### src/rtl/tgst_pkg.sv
package tgst_pkg;

    // fraction bits of the speed result
    localparam int unsigned SPEED_FRAC_BITS = 16;

    // distance in mm is scaled by this to reach um-per-us (m/s) units
    localparam int unsigned DIST_W  = 16;
    localparam int unsigned SCALE_W = 10;
    localparam logic [SCALE_W-1:0] SPEED_SCALE = SCALE_W'(1000);
    localparam int unsigned PROD_W  = DIST_W + SCALE_W;
    localparam int unsigned NUM_W   = PROD_W + SPEED_FRAC_BITS;
    localparam int unsigned CNT_W   = $clog2(NUM_W + 1);

    // item kinds
    localparam logic [1:0] KIND_GATE  = 2'd0;
    localparam logic [1:0] KIND_TICK  = 2'd1;
    localparam logic [1:0] KIND_REARM = 2'd2;

    // phase codes reported in status
    localparam logic [1:0] PH_ARMED   = 2'd0;
    localparam logic [1:0] PH_WAIT    = 2'd1;
    localparam logic [1:0] PH_DONE    = 2'd2;
    localparam logic [1:0] PH_TIMEOUT = 2'd3;

    // configuration register indexes
    localparam logic [1:0] CFG_MIN_TRAVEL = 2'd0;
    localparam logic [1:0] CFG_TIMEOUT    = 2'd1;
    localparam logic [1:0] CFG_DISTANCE   = 2'd2;
    localparam logic [1:0] CFG_ACTIVE_LOW = 2'd3;

    localparam logic GATE_A = 1'b0;
    localparam logic GATE_B = 1'b1;

    typedef struct packed {
        logic [1:0]  kind;
        logic        gate_id;
        logic        pin_level;
        logic [31:0] now_us;
    } t_in_item;

    typedef struct packed {
        logic [1:0]  status;
        logic        first_gate;
        logic        second_gate;
        logic [31:0] elapsed_us;
        logic [31:0] speed_q16;
        logic        result_valid;
    } t_out_item;

    // divider status seen by the sequencer
    typedef struct packed {
        logic busy;
        logic done;
    } t_div_stat;

endpackage

### src/rtl/two_gate_speed_trap_top.sv
// Two-gate speed trap.
// Input channel i_in (valid/stall) carries gate edges, time ticks and rearm
// commands; every accepted item yields exactly one status item on o_out.
// Configuration is written through i_cfg_* (valid/ready, always ready) at
// register indexes 0 min travel, 1 timeout, 2 gate distance, 3 active low.
// An item that does not finish a timing reaches the output register in the
// cycle after its transfer. An item that finishes a timing with nonzero
// elapsed time runs the speed division: one restoring step per cycle over the
// 42-bit numerator; its result is loaded into the output register once the
// divider is done and the output register is free.
// Throughput: one item per cycle without a division while o_out is not
// stalled; the block takes no new item while the divider runs.
// A finished result waits in the output register while o_out is stalled, and
// the input stalls until that result is taken.
// Reset (synchronous, active low) restores the registers to their defaults
// and the trap to armed with all measurements cleared.
module two_gate_speed_trap_top (
    input  logic                 i_clk,
    input  logic                 i_rst_n,
    input  logic                 i_in_valid,
    output logic                 o_in_stall,
    input  tgst_pkg::t_in_item   i_in,
    output logic                 o_out_valid,
    input  logic                 i_out_stall,
    output tgst_pkg::t_out_item  o_out,
    input  logic                 i_cfg_valid,
    output logic                 o_cfg_ready,
    input  logic [1:0]           i_cfg_index,
    input  logic [31:0]          i_cfg_data
);
    import tgst_pkg::*;

    typedef enum logic [1:0] {
        S_IDLE = 2'b01,
        S_DIV  = 2'b10
    } t_state;

    t_state r_state, n_state;

    // configuration
    logic [31:0]       r_min_travel;
    logic [31:0]       r_timeout;
    logic [DIST_W-1:0] r_distance;
    logic              r_active_low;

    // trap state
    logic [1:0]  r_phase, n_phase;
    logic        r_start_gate, n_start_gate;
    logic        r_stop_gate, n_stop_gate;
    logic [31:0] r_start_time, n_start_time;
    logic [31:0] r_measured, n_measured;
    logic [31:0] r_speed, n_speed;

    // output register
    t_out_item r_out;
    logic      r_out_valid;

    logic        out_free;
    logic        in_xfer;
    logic        start_div;
    logic        div_load;
    logic [31:0] gap;
    logic [31:0] limit;
    logic        gap_ok;
    logic        active;
    t_div_stat   div_stat;
    logic [31:0] div_quot;
    t_out_item   item_out;

    assign o_cfg_ready = 1'b1;
    assign out_free    = !r_out_valid || !i_out_stall;
    assign o_in_stall  = (r_state != S_IDLE) || !out_free;
    assign in_xfer     = i_in_valid && !o_in_stall;
    assign div_load    = (r_state == S_DIV) && div_stat.done && out_free;

    assign o_out_valid = r_out_valid;
    assign o_out       = r_out;

    // shared elapsed-time subtract and compare
    assign gap    = i_in.now_us - r_start_time;
    assign limit  = (i_in.kind == KIND_TICK) ? r_timeout : r_min_travel;
    assign gap_ok = gap >= limit;
    assign active = i_in.pin_level ^ r_active_low;

    // trap next state for the item on the input
    always_comb begin
        n_phase      = r_phase;
        n_start_gate = r_start_gate;
        n_stop_gate  = r_stop_gate;
        n_start_time = r_start_time;
        n_measured   = r_measured;
        n_speed      = r_speed;
        start_div    = 1'b0;
        case (i_in.kind)
            KIND_GATE: begin
                if (active) begin
                    if (r_phase == PH_ARMED) begin
                        n_start_gate = i_in.gate_id;
                        n_start_time = i_in.now_us;
                        n_phase      = PH_WAIT;
                    end else if (r_phase == PH_WAIT && i_in.gate_id != r_start_gate
                                 && gap_ok) begin
                        n_stop_gate = i_in.gate_id;
                        n_measured  = gap;
                        n_speed     = '0;
                        n_phase     = PH_DONE;
                        start_div   = (gap != 32'd0);
                    end
                end
            end
            KIND_TICK: begin
                if (r_phase == PH_WAIT && gap_ok) n_phase = PH_TIMEOUT;
            end
            KIND_REARM: begin
                n_phase      = PH_ARMED;
                n_start_gate = GATE_A;
                n_stop_gate  = GATE_B;
                n_start_time = '0;
                n_measured   = '0;
                n_speed      = '0;
            end
            default: ;
        endcase
    end

    always_comb begin
        item_out.status       = n_phase;
        item_out.first_gate   = n_start_gate;
        item_out.second_gate  = n_stop_gate;
        item_out.elapsed_us   = n_measured;
        item_out.speed_q16    = n_speed;
        item_out.result_valid = (n_phase == PH_DONE) && (n_measured != 32'd0);
    end

    // sequencer
    always_comb begin
        n_state = r_state;
        case (r_state)
            S_IDLE: if (in_xfer && start_div) n_state = S_DIV;
            S_DIV:  if (div_load) n_state = S_IDLE;
            default: n_state = S_IDLE;
        endcase
    end

    tgst_div u_div (
        .i_clk     (i_clk),
        .i_rst_n   (i_rst_n),
        .i_start   (in_xfer && start_div),
        .i_dist    (r_distance),
        .i_divisor (gap),
        .o_stat    (div_stat),
        .o_quot    (div_quot)
    );

    // configuration writes
    always_ff @(posedge i_clk) begin
        if (!i_rst_n) begin
            r_min_travel <= 32'd1000;
            r_timeout    <= 32'd2000000;
            r_distance   <= DIST_W'(300);
            r_active_low <= 1'b1;
        end else if (i_cfg_valid && o_cfg_ready) begin
            case (i_cfg_index)
                CFG_MIN_TRAVEL: r_min_travel <= i_cfg_data;
                CFG_TIMEOUT:    r_timeout    <= i_cfg_data;
                CFG_DISTANCE:   r_distance   <= i_cfg_data[DIST_W-1:0];
                CFG_ACTIVE_LOW: r_active_low <= i_cfg_data[0];
                default: ;
            endcase
        end
    end

    // trap state: advance on transfer, store speed when the division ends
    always_ff @(posedge i_clk) begin
        if (!i_rst_n) begin
            r_state      <= S_IDLE;
            r_phase      <= PH_ARMED;
            r_start_gate <= GATE_A;
            r_stop_gate  <= GATE_B;
            r_start_time <= '0;
            r_measured   <= '0;
            r_speed      <= '0;
        end else begin
            r_state <= n_state;
            if (in_xfer) begin
                r_phase      <= n_phase;
                r_start_gate <= n_start_gate;
                r_stop_gate  <= n_stop_gate;
                r_start_time <= n_start_time;
                r_measured   <= n_measured;
                r_speed      <= n_speed;
            end else if (div_load) begin
                r_speed <= div_quot;
            end
        end
    end

    // output register: load a result, drop it once taken
    always_ff @(posedge i_clk) begin
        if (!i_rst_n) begin
            r_out_valid <= 1'b0;
        end else if (in_xfer && !start_div) begin
            r_out_valid <= 1'b1;
        end else if (div_load) begin
            r_out_valid <= 1'b1;
        end else if (!i_out_stall) begin
            r_out_valid <= 1'b0;
        end
    end

    always_ff @(posedge i_clk) begin
        if (in_xfer && !start_div) begin
            r_out <= item_out;
        end else if (div_load) begin
            r_out.status       <= PH_DONE;
            r_out.first_gate   <= r_start_gate;
            r_out.second_gate  <= r_stop_gate;
            r_out.elapsed_us   <= r_measured;
            r_out.speed_q16    <= div_quot;
            r_out.result_valid <= 1'b1;
        end
    end

endmodule

### src/rtl/tgst_div.sv
module tgst_div (
    input  logic                        i_clk,
    input  logic                        i_rst_n,
    input  logic                        i_start,
    input  logic [tgst_pkg::DIST_W-1:0] i_dist,
    input  logic [31:0]                 i_divisor,
    output tgst_pkg::t_div_stat         o_stat,
    output logic [31:0]                 o_quot
);
    import tgst_pkg::*;

    typedef enum logic [2:0] {
        D_IDLE = 3'b001,
        D_RUN  = 3'b010,
        D_DONE = 3'b100
    } t_dstate;

    t_dstate          r_state, n_state;
    logic [NUM_W-1:0] r_num;
    logic [31:0]      r_rem;
    logic [31:0]      r_divisor;
    logic [CNT_W-1:0] r_cnt;

    logic [PROD_W-1:0] prod;
    logic [32:0]       rem_sh;
    logic [32:0]       rem_sub;
    logic              rem_ge;
    logic [NUM_W+31:0] quot_x;

    // scale distance to the numerator
    assign prod = PROD_W'(i_dist) * PROD_W'(SPEED_SCALE);

    // one restoring step: bring down the next numerator bit
    assign rem_sh  = {r_rem, r_num[NUM_W-1]};
    assign rem_ge  = rem_sh >= {1'b0, r_divisor};
    assign rem_sub = rem_sh - {1'b0, r_divisor};

    // saturate the quotient to 32 bits
    assign quot_x = {32'b0, r_num};
    assign o_quot = (|quot_x[NUM_W+31:32]) ? 32'hFFFF_FFFF : quot_x[31:0];

    assign o_stat.busy = (r_state == D_RUN);
    assign o_stat.done = (r_state == D_DONE);

    always_comb begin
        n_state = r_state;
        case (r_state)
            D_IDLE: if (i_start) n_state = D_RUN;
            D_RUN:  if (r_cnt == CNT_W'(1)) n_state = D_DONE;
            D_DONE: if (i_start) n_state = D_RUN;
            default: n_state = D_IDLE;
        endcase
    end

    always_ff @(posedge i_clk) begin
        if (!i_rst_n) begin
            r_state <= D_IDLE;
        end else begin
            r_state <= n_state;
        end
    end

    // load operands, then shift one quotient bit in per cycle
    always_ff @(posedge i_clk) begin
        if (i_start) begin
            r_num     <= NUM_W'(prod) << SPEED_FRAC_BITS;
            r_rem     <= '0;
            r_divisor <= i_divisor;
            r_cnt     <= CNT_W'(NUM_W);
        end else if (r_state == D_RUN) begin
            r_num <= {r_num[NUM_W-2:0], rem_ge};
            r_rem <= rem_ge ? rem_sub[31:0] : rem_sh[31:0];
            r_cnt <= r_cnt - CNT_W'(1);
        end
    end

endmodule

### config.mk
export PLATFORM = sky130hd
export DESIGN_NAME = two_gate_speed_trap_top
export DESIGN_NICKNAME = d
export VERILOG_FILES = /design/src/rtl/tgst_pkg.sv /design/src/rtl/two_gate_speed_trap_top.sv /design/src/rtl/tgst_div.sv
export SDC_FILE = /design/constraint.sdc
export NUM_CORES = 1
export LEC_CHECK = 0
export ABC_CLOCK_PERIOD_IN_PS = 11800
export BUFFER_PORTS_ARGS = -buffer_cell sky130_fd_sc_hd__buf_2
export CAP_MARGIN = 30
export CORE_ASPECT_RATIO = 1.2
export CORE_UTILIZATION = 26
export CTS_CLUSTER_DIAMETER = 50
export CTS_CLUSTER_SIZE = 30
export DETAILED_ROUTE_END_ITERATION = 10
export GPL_TIMING_DRIVEN = 0
export PLACE_DENSITY = 0.44
export SLEW_MARGIN = 30
export SYNTH_ARGS = -nofsm -noshare
export SYNTH_HDL_FRONTEND = slang
export SYNTH_SLANG_ARGS = --single-unit
### constraint.sdc
create_clock -name i_clk -period 11.8 [get_ports i_clk]
set_input_delay 1.18 -clock i_clk [delete_from_list [all_inputs] [get_ports i_clk]]
set_output_delay 1.18 -clock i_clk [all_outputs]
set_load 0.05 [all_outputs]
==> run_results.csv, run 1 <==
group,metric,value,unit
synth,synthMuxAreaShare,5.18,%
cells_and_area,drive_above_1_share,10.8,%
power,powerDensity,145,nW/µm²
synth,synth_ff_type,"dfxtp_1",
floorplan,rows,115,
setup_path,path_common_cell,"nor2_1",
synth,synth_common_cells,"nand2_1 (392), dfxtp_1 (244), a21oi_1 (173)",
cells_and_area,largest_reg_flops,69,
power,intPower,2490,µW
setup_path,r2r_cells,23,
setup_path,path_cells,"buf_2, ha_1, buf_2, and4_1, nand2_1, a2111oi_0, o31ai_1, o31ai_1, a31oi_1, xnor2_1, ha_1, nand4_1, nor2_1, a221o_1, nor2_1, a2bb2oi_1, o21a_1, clkbuf_1, nor2_1, nor3_1, clkbuf_1, nand2_1, o21ai_0",
timing,period_share,65.8,%
synth,synth_fa_ha_area_share,14.0,%
timing,hold_viol,0,
floorplan,die_w,264,µm
power,pwr-share-seq,38.2,%
synth,synth-simple-area-share,17.1,%
synth,synth_area_leaders,"dfxtp_1 (23%), edfxtp_1 (17%), ha_1 (8.7%), nand2_1 (6.9%), fa_1 (5.2%)",
synth,synth_seq_area_share,40.1,%
clock_network,h-tree-depth,2,
timing,setup_viol,0,
synth,netlist_instances,2344,
cells_and_area,multi_input_area,11900,µm²
power,p_switching,1160,µW
clock_network,cts_tree,"done",
run,cap_violations,0,
cells_and_area,area_growth,17.2,%
power,ir_drop,0.101,mV
global_routing,grt_pass1_wl,102,mm
setup_path,criticalPathCategory,"input pin to register",
synth,synth.distinct_cells,80,
setup_path,crit_path_max_incr_delay,660,ps
timing,finalSetupTns,0,ps
synth,netlist.top_cell.by_area,"dfxtp_1",
timing,slew_headroom,36.9,%
clock_network,cts_setup_buffers,0,
power,clockPowerShare,40.0,%
worst_hold_path,min_path_cells,2,
power,power.leakage,0.0102,µW
timing,period_minus_slack,7760,ps
clock_network,clk_pin_slew,70,ps
synth,netlist.area_leader.share,22.8,%
synth,synth-seq-cells,368,
detailed_routing,ant_nets,0,
outcome,status,"completed",
cells_and_area,antenna_cells,0,
floorplan,coreArea,81900,µm²
detailed_routing,wl_per_cell,18.3,µm
global_routing,antenna_found_initial,2,
detailed_routing,drt-vias-per-instance,4.86,
clock_network,cts_inserted_buffers,44,
global_routing,overflow,0,
timing,skew,46.2,ps
floorplan,dieArea,83700,µm²
detailed_routing,dr.pass1.iters,6,
cells_and_area,n_fill_cell,8576,
clock_network,clockBufferDepth,3,
setup_path,worst_ep_arrival_time,8250,ps
floorplan,die_y,317,µm
worst_hold_path,hold_class,"register to register",
detailed_routing,drt_wl_total,66.2,mm
clock_network,root_buffer,"clkbuf_16",
synth,syn_area_per_cell,9.15,µm²
setup_path,slowest_stage,"xnor2_1",
placed_design,portBuffers,144,
setup_path,worstPathRequired,12290,ps
setup_path,crit_path_start_kind,"input pin",
synth,synth_compound_area_share,15.9,%
clock_network,clk_latency,600,ps
clock_network,cts_hold_buf,0,
detailed_routing,vias,17600,
timing,slew_viol_final,0,
detailed_routing,drcViolationCount,0,
global_routing,track_usage,15.7,%
setup_path,worstSetupEndpointType,"register",
setup_path,critPathMaxFanout,10,
placed_design,gp_congestion,0.847,
timing,tightest_slew,938,ps
floorplan,initial_utilization,26.2,%
synth,syn_nets,2625,
synth,synth-edff-count,124,
global_routing,grt_pass1_vias,17700,
floorplan,io_pins,147,
timing,rsz0062_at_grt,"no",
global_routing,grt_max_degree,42,
timing,fmax,129,MHz
synth,synth_top_family_by_area,"simple AND/OR/NAND/NOR gates",
cells_and_area,final_nets,2816,
placed_design,dp.cells,3542,
power,swShare,31.9,%
synth,synthArstFlopShare,0,%
placed_design,dp_hpwl,51.9,mm
synth,syn-cell-area,21500,µm²
synth,synth_xor_xnor_area_share,3.10,%
cells_and_area,instances_no_fill,3624,
clock_network,clock-sinks,368,
clock_network,cts_resized,0,
detailed_routing,first_iter_violations,1024,
cells_and_area,seqCellArea,8610,µm²
synth,synth_most_common_cell,"nand2_1",
power,power_frac_comb,21.8,%
synth,yosysWarnings,0,
-- area by class of cell --
class	instances	share of cell area, %
inverters	129	1.93
flip-flops and latches	368	34.2
well taps	1053	5.24
clock buffers	53	4.81
repair buffers	145	2.95
clock inverters	29	1.52
plain buffers	116	1.99
multi-input cells	1731	47.4
-- per-layer routing --
layer,wire length (µm),GRT usage [%]
met4,2730,6.50
met3,3300,2.81
met5,22,0
met2,31700,27.3
met1,28400,19.1
-- cell usage in the layout, fill, tap and decap left out, types with 12 or more instances in the layout --
master     count
a211oi_1      23
a21o_1        45
a21oi_1      172
a22o_1        43
a22oi_1       21
and2_1        30
buf_2        152
clkbuf_1      99
clkbuf_16     47
dfxtp_1      244
edfxtp_1     124
fa_1          56
ha_1         150
inv_1        128
mux2i_1      102
nand2_1      391
nand2b_1      17
nand3_1       57
nand4_1       18
nor2_1       160
nor3_1        46
nor4_1        16
o21ai_0      101
o21bai_1      12
xnor2_1       42
xor2_1        34
-- power groups by stage --
stage               Combinational, µW  Clock (µW)  Sequential [µW]
floorplan                         527           0             1470
global placement                  788           0             1420
detailed placement                798           0             1420
CTS                               803        1510             1400
global route                      886        1560             1400
finish                            795        1460             1400
-- critical path, delay by kind of cell --
kind / cells / cell delay, ps
and+or+nand+nor: 8 / 1890
adders and majority gates: 2 / 630
AOI/OAI and AO/OA: 8 / 2470
xor gates and xnor gates: 1 / 660
buffers and inverters: 4 / 1400
-- path summary, 6_finish.rpt --
check                                 startpoint          end  slack, ps
worst max-delay path                    i_in[11]   r_speed[2]       4040
worst min-delay path                 r_speed[23]  r_speed[23]        450
worst max register to register  r_start_time[11]   r_speed[2]       4390
worst min register to register       r_speed[23]  r_speed[23]        450
-- cell families (layout without fill, tap and decap cells) --
| group | Yosys count | count (layout) |
|---|---|---|
| other | 1 | 1 |
| buffers and inverters | 245 | 472 |
| adders and majority gates | 206 | 206 |
| and+or+nand+nor | 811 | 811 |
| muxes | 110 | 110 |
| AOI/OAI and AO/OA | 527 | 527 |
| DFF | 368 | 368 |
| xor gates and xnor gates | 76 | 76 |
-- metrics by stage --
| step | hold slack, ps | cell area, µm² | total power [µW] | worst slack (ps) | utilization, % |
|---|---|---|---|---|---|
| 6_report | 453 | 25100 | 3650 | 4040 | 30.7 |
| 3_5_place_dp | 442 | 23600 | 2220 | 3130 | 28.8 |
| 3_3_place_gp | 433 | 23500 | 2210 | 2680 | 28.7 |
| 5_1_grt | 475 | 25100 | 3850 | 3510 | 30.7 |
| 2_1_floorplan | 425 | 21500 | 2000 | 5250 | - |
| 4_1_cts | 454 | 25100 | 3710 | 3740 | 30.7 |
No activity file was read; power rests on OpenSTA's default activity.
==> inputs of run 2 (changes only) <==
--- a/config.mk
+++ b/config.mk
@@ -5,7 +5,7 @@
 export SDC_FILE = /design/constraint.sdc
 export NUM_CORES = 1
 export LEC_CHECK = 0
-export ABC_CLOCK_PERIOD_IN_PS = 11800
+export ABC_CLOCK_PERIOD_IN_PS = 6900
 export BUFFER_PORTS_ARGS = -buffer_cell sky130_fd_sc_hd__buf_2
 export CAP_MARGIN = 30
 export CORE_ASPECT_RATIO = 1.2
@@ -14,7 +14,7 @@
 export CTS_CLUSTER_SIZE = 30
 export DETAILED_ROUTE_END_ITERATION = 10
 export GPL_TIMING_DRIVEN = 0
-export PLACE_DENSITY = 0.44
+export PLACE_DENSITY = 0.45
 export SLEW_MARGIN = 30
 export SYNTH_ARGS = -nofsm -noshare
 export SYNTH_HDL_FRONTEND = slang
==> constraint.sdc (replaced) <==
create_clock -name i_clk -period 6.9 [get_ports i_clk]
set_input_delay 0.69 -clock i_clk [delete_from_list [all_inputs] [get_ports i_clk]]
set_output_delay 0.69 -clock i_clk [all_outputs]
set_load 0.05 [all_outputs]
==> run 2 against run 1 <==
Effect of this change: sequential cell count unchanged; clock-buffer cell count down 5; global-route usage about the same; via count down 0.36%; clock skew up 6.9 ps; clock power up 65%; routed wire length up 0.76%; cell count about the same; hold slack worse by 130 ps.
==> run_results.csv, run 2 (same netlist as run 1, synthesis figures left out) <==
group,metric,value,unit
setup_path,path_cells,"inv_1, ha_1, buf_2, and4_1, nand2_1, a2111oi_1, o31ai_2, o31ai_2, a21oi_1, xnor2_2, ha_1, nand4_1, nor2_1, a221o_1, nor2_1, a2111oi_4, buf_4, a21oi_4, buf_4, or2_4, buf_12",
floorplan,dieArea,83700,µm²
floorplan,io_pins,147,
clock_network,root_buffer,"clkbuf_16",
cells_and_area,drive_above_1_share,11.3,%
detailed_routing,ant_nets,0,
global_routing,track_usage,15.7,%
power,ir_drop,0.173,mV
detailed_routing,vias,17500,
clock_network,cts_tree,"done",
cells_and_area,seqCellArea,8610,µm²
clock_network,clockBufferDepth,3,
global_routing,overflow,0,
placed_design,dp_hpwl,52.1,mm
placed_design,portBuffers,144,
placed_design,placed_area,23600,µm²
setup_path,cp_top_family,"compound AO/OA/AOI/OAI gates",
placed_design,gp_congestion,0.855,
cells_and_area,area_growth,17.4,%
detailed_routing,drt-vias-per-instance,4.84,
timing,setup_viol,0,
setup_path,criticalPathCategory,"register to register",
floorplan,coreArea,81900,µm²
global_routing,grt_max_degree,42,
clock_network,clock-sinks,368,
floorplan,die_y,317,µm
setup_path,crit_path_start_kind,"register",
timing,fmax,154,MHz
outcome,status,"completed",
floorplan,initial_utilization,26.2,%
setup_path,worstPathRequired,7140,ps
placed_design,dp.cells,3542,
timing,slew_headroom,35.8,%
cells_and_area,largest_reg_flops,69,
detailed_routing,dr.pass1.iters,5,
detailed_routing,drcViolationCount,0,
setup_path,cp_num_buf_inv,5,
detailed_routing,wl_per_cell,18.4,µm
worst_hold_path,hold_class,"input pin to register",
cells_and_area,final_cell_mix,"nand2_1 (390), dfxtp_1 (244), a21oi_1 (173)",
setup_path,worstSetupEndpointType,"register",
setup_path,slowest_stage,"a2111oi_1",
detailed_routing,drt_wl_total,66.7,mm
clock_network,clk_pin_slew,70,ps
cells_and_area,final_nets,2818,
global_routing,grt_pass1_vias,17800,
timing,hold_viol,0,
timing,tightest_slew,963,ps
floorplan,rows,115,
detailed_routing,first_iter_violations,1095,
setup_path,crit_path_max_incr_delay,510,ps
power,power.leakage,0.0103,µW
power,powerDensity,245,nW/µm²
run,cap_violations,0,
cells_and_area,multi_input_area,12000,µm²
clock_network,cts_inserted_buffers,43,
cells_and_area,instances_no_fill,3626,
timing,skew,53.1,ps
setup_path,worst_ep_arrival_time,6720,ps
cells_and_area,n_fill_cell,8588,
clock_network,h-tree-depth,2,
global_routing,antenna_found_initial,2,
cells_and_area,final_area,25200,µm²
timing,worst_slack,416,ps
placed_design,pre_cts_slack,-1180,ps
floorplan,die_w,264,µm
setup_path,critPathMaxFanout,39,
timing,period_share,94.0,%
clock_network,cts_hold_buf,0,
cells_and_area,final_common_cell,"nand2_1",
clock_network,clk_latency,600,ps
timing,slew_viol_final,0,
timing,period_minus_slack,6480,ps
global_routing,grt_pass1_wl,103,mm
run 2: cell count changes in the layout (fill, tap and decap cells not counted), sizes merged:
cell	before	now
or2	9	10
buf	167	169
clkinvlp	2	5
inv	141	142
bufinv	3	2
diode	0	1
clkbuf	147	142
run 2: area by class of cell:
class / count / share of cell area, %
Multi-Input combinational cell: 1732 / 47.6
Clock buffer: 48 / 4.43
Clock inverter: 32 / 1.61
Sequential cell: 368 / 34.2
Inverter: 129 / 1.92
Tap cell: 1053 / 5.23
Antenna cell: 1 / 0.00994
Buffer: 116 / 1.99
Timing Repair Buffer: 147 / 3.00
run 2: through the flow:
stage / hold slack [ps] / power [µW] / TNS, ps / utilization [%]
2_1_floorplan: 425 / 3410 / 0 / -
5_1_grt: 321 / 6480 / -346 / 30.8
4_1_cts: 287 / 6240 / 0 / 30.7
3_5_place_dp: 442 / 3800 / -103780 / 28.8
3_3_place_gp: 433 / 3780 / -243490 / 28.7
6_report: 326 / 6160 / 0 / 30.8
run 2: what timing repair did:
action,4_1_cts,5_1_grt
pin swaps,0,1
gates cloned,0,1
setup endpoints to repair,95,139
endpoints found under the hold margin,0,0
resized for setup,8,10
buffers inserted,0,2
run 2: worst paths after layout:
path                                        from              end  slack (ps)  depth (start not counted)
worst max register to register  r_start_time[11]        o_out[59]         420                         21
worst min-delay path                     i_in[3]  r_start_time[3]         330                          2
worst min register to register        r_speed[7]       r_speed[7]         450                          2
worst max-delay path            r_start_time[11]        o_out[59]         420                         21
run 2: report_power, final:
part | total (µW) | internal (µW) | switching, µW
clock network | 2410 | 1310 | 1100
logic | 1360 | 509 | 856
registers | 2390 | 2330 | 57.5
total | 6160 | 4150 | 2010
run 2: layer usage:
metal	track usage (%)	vias to the layer above	part of all wire (%)
li1	-	8652	-
met1	19.2	8358	44
met2	27.6	419	48
met3	2.12	102	4.3
met4	6.43	4	3.9
met5	0	-	0.030
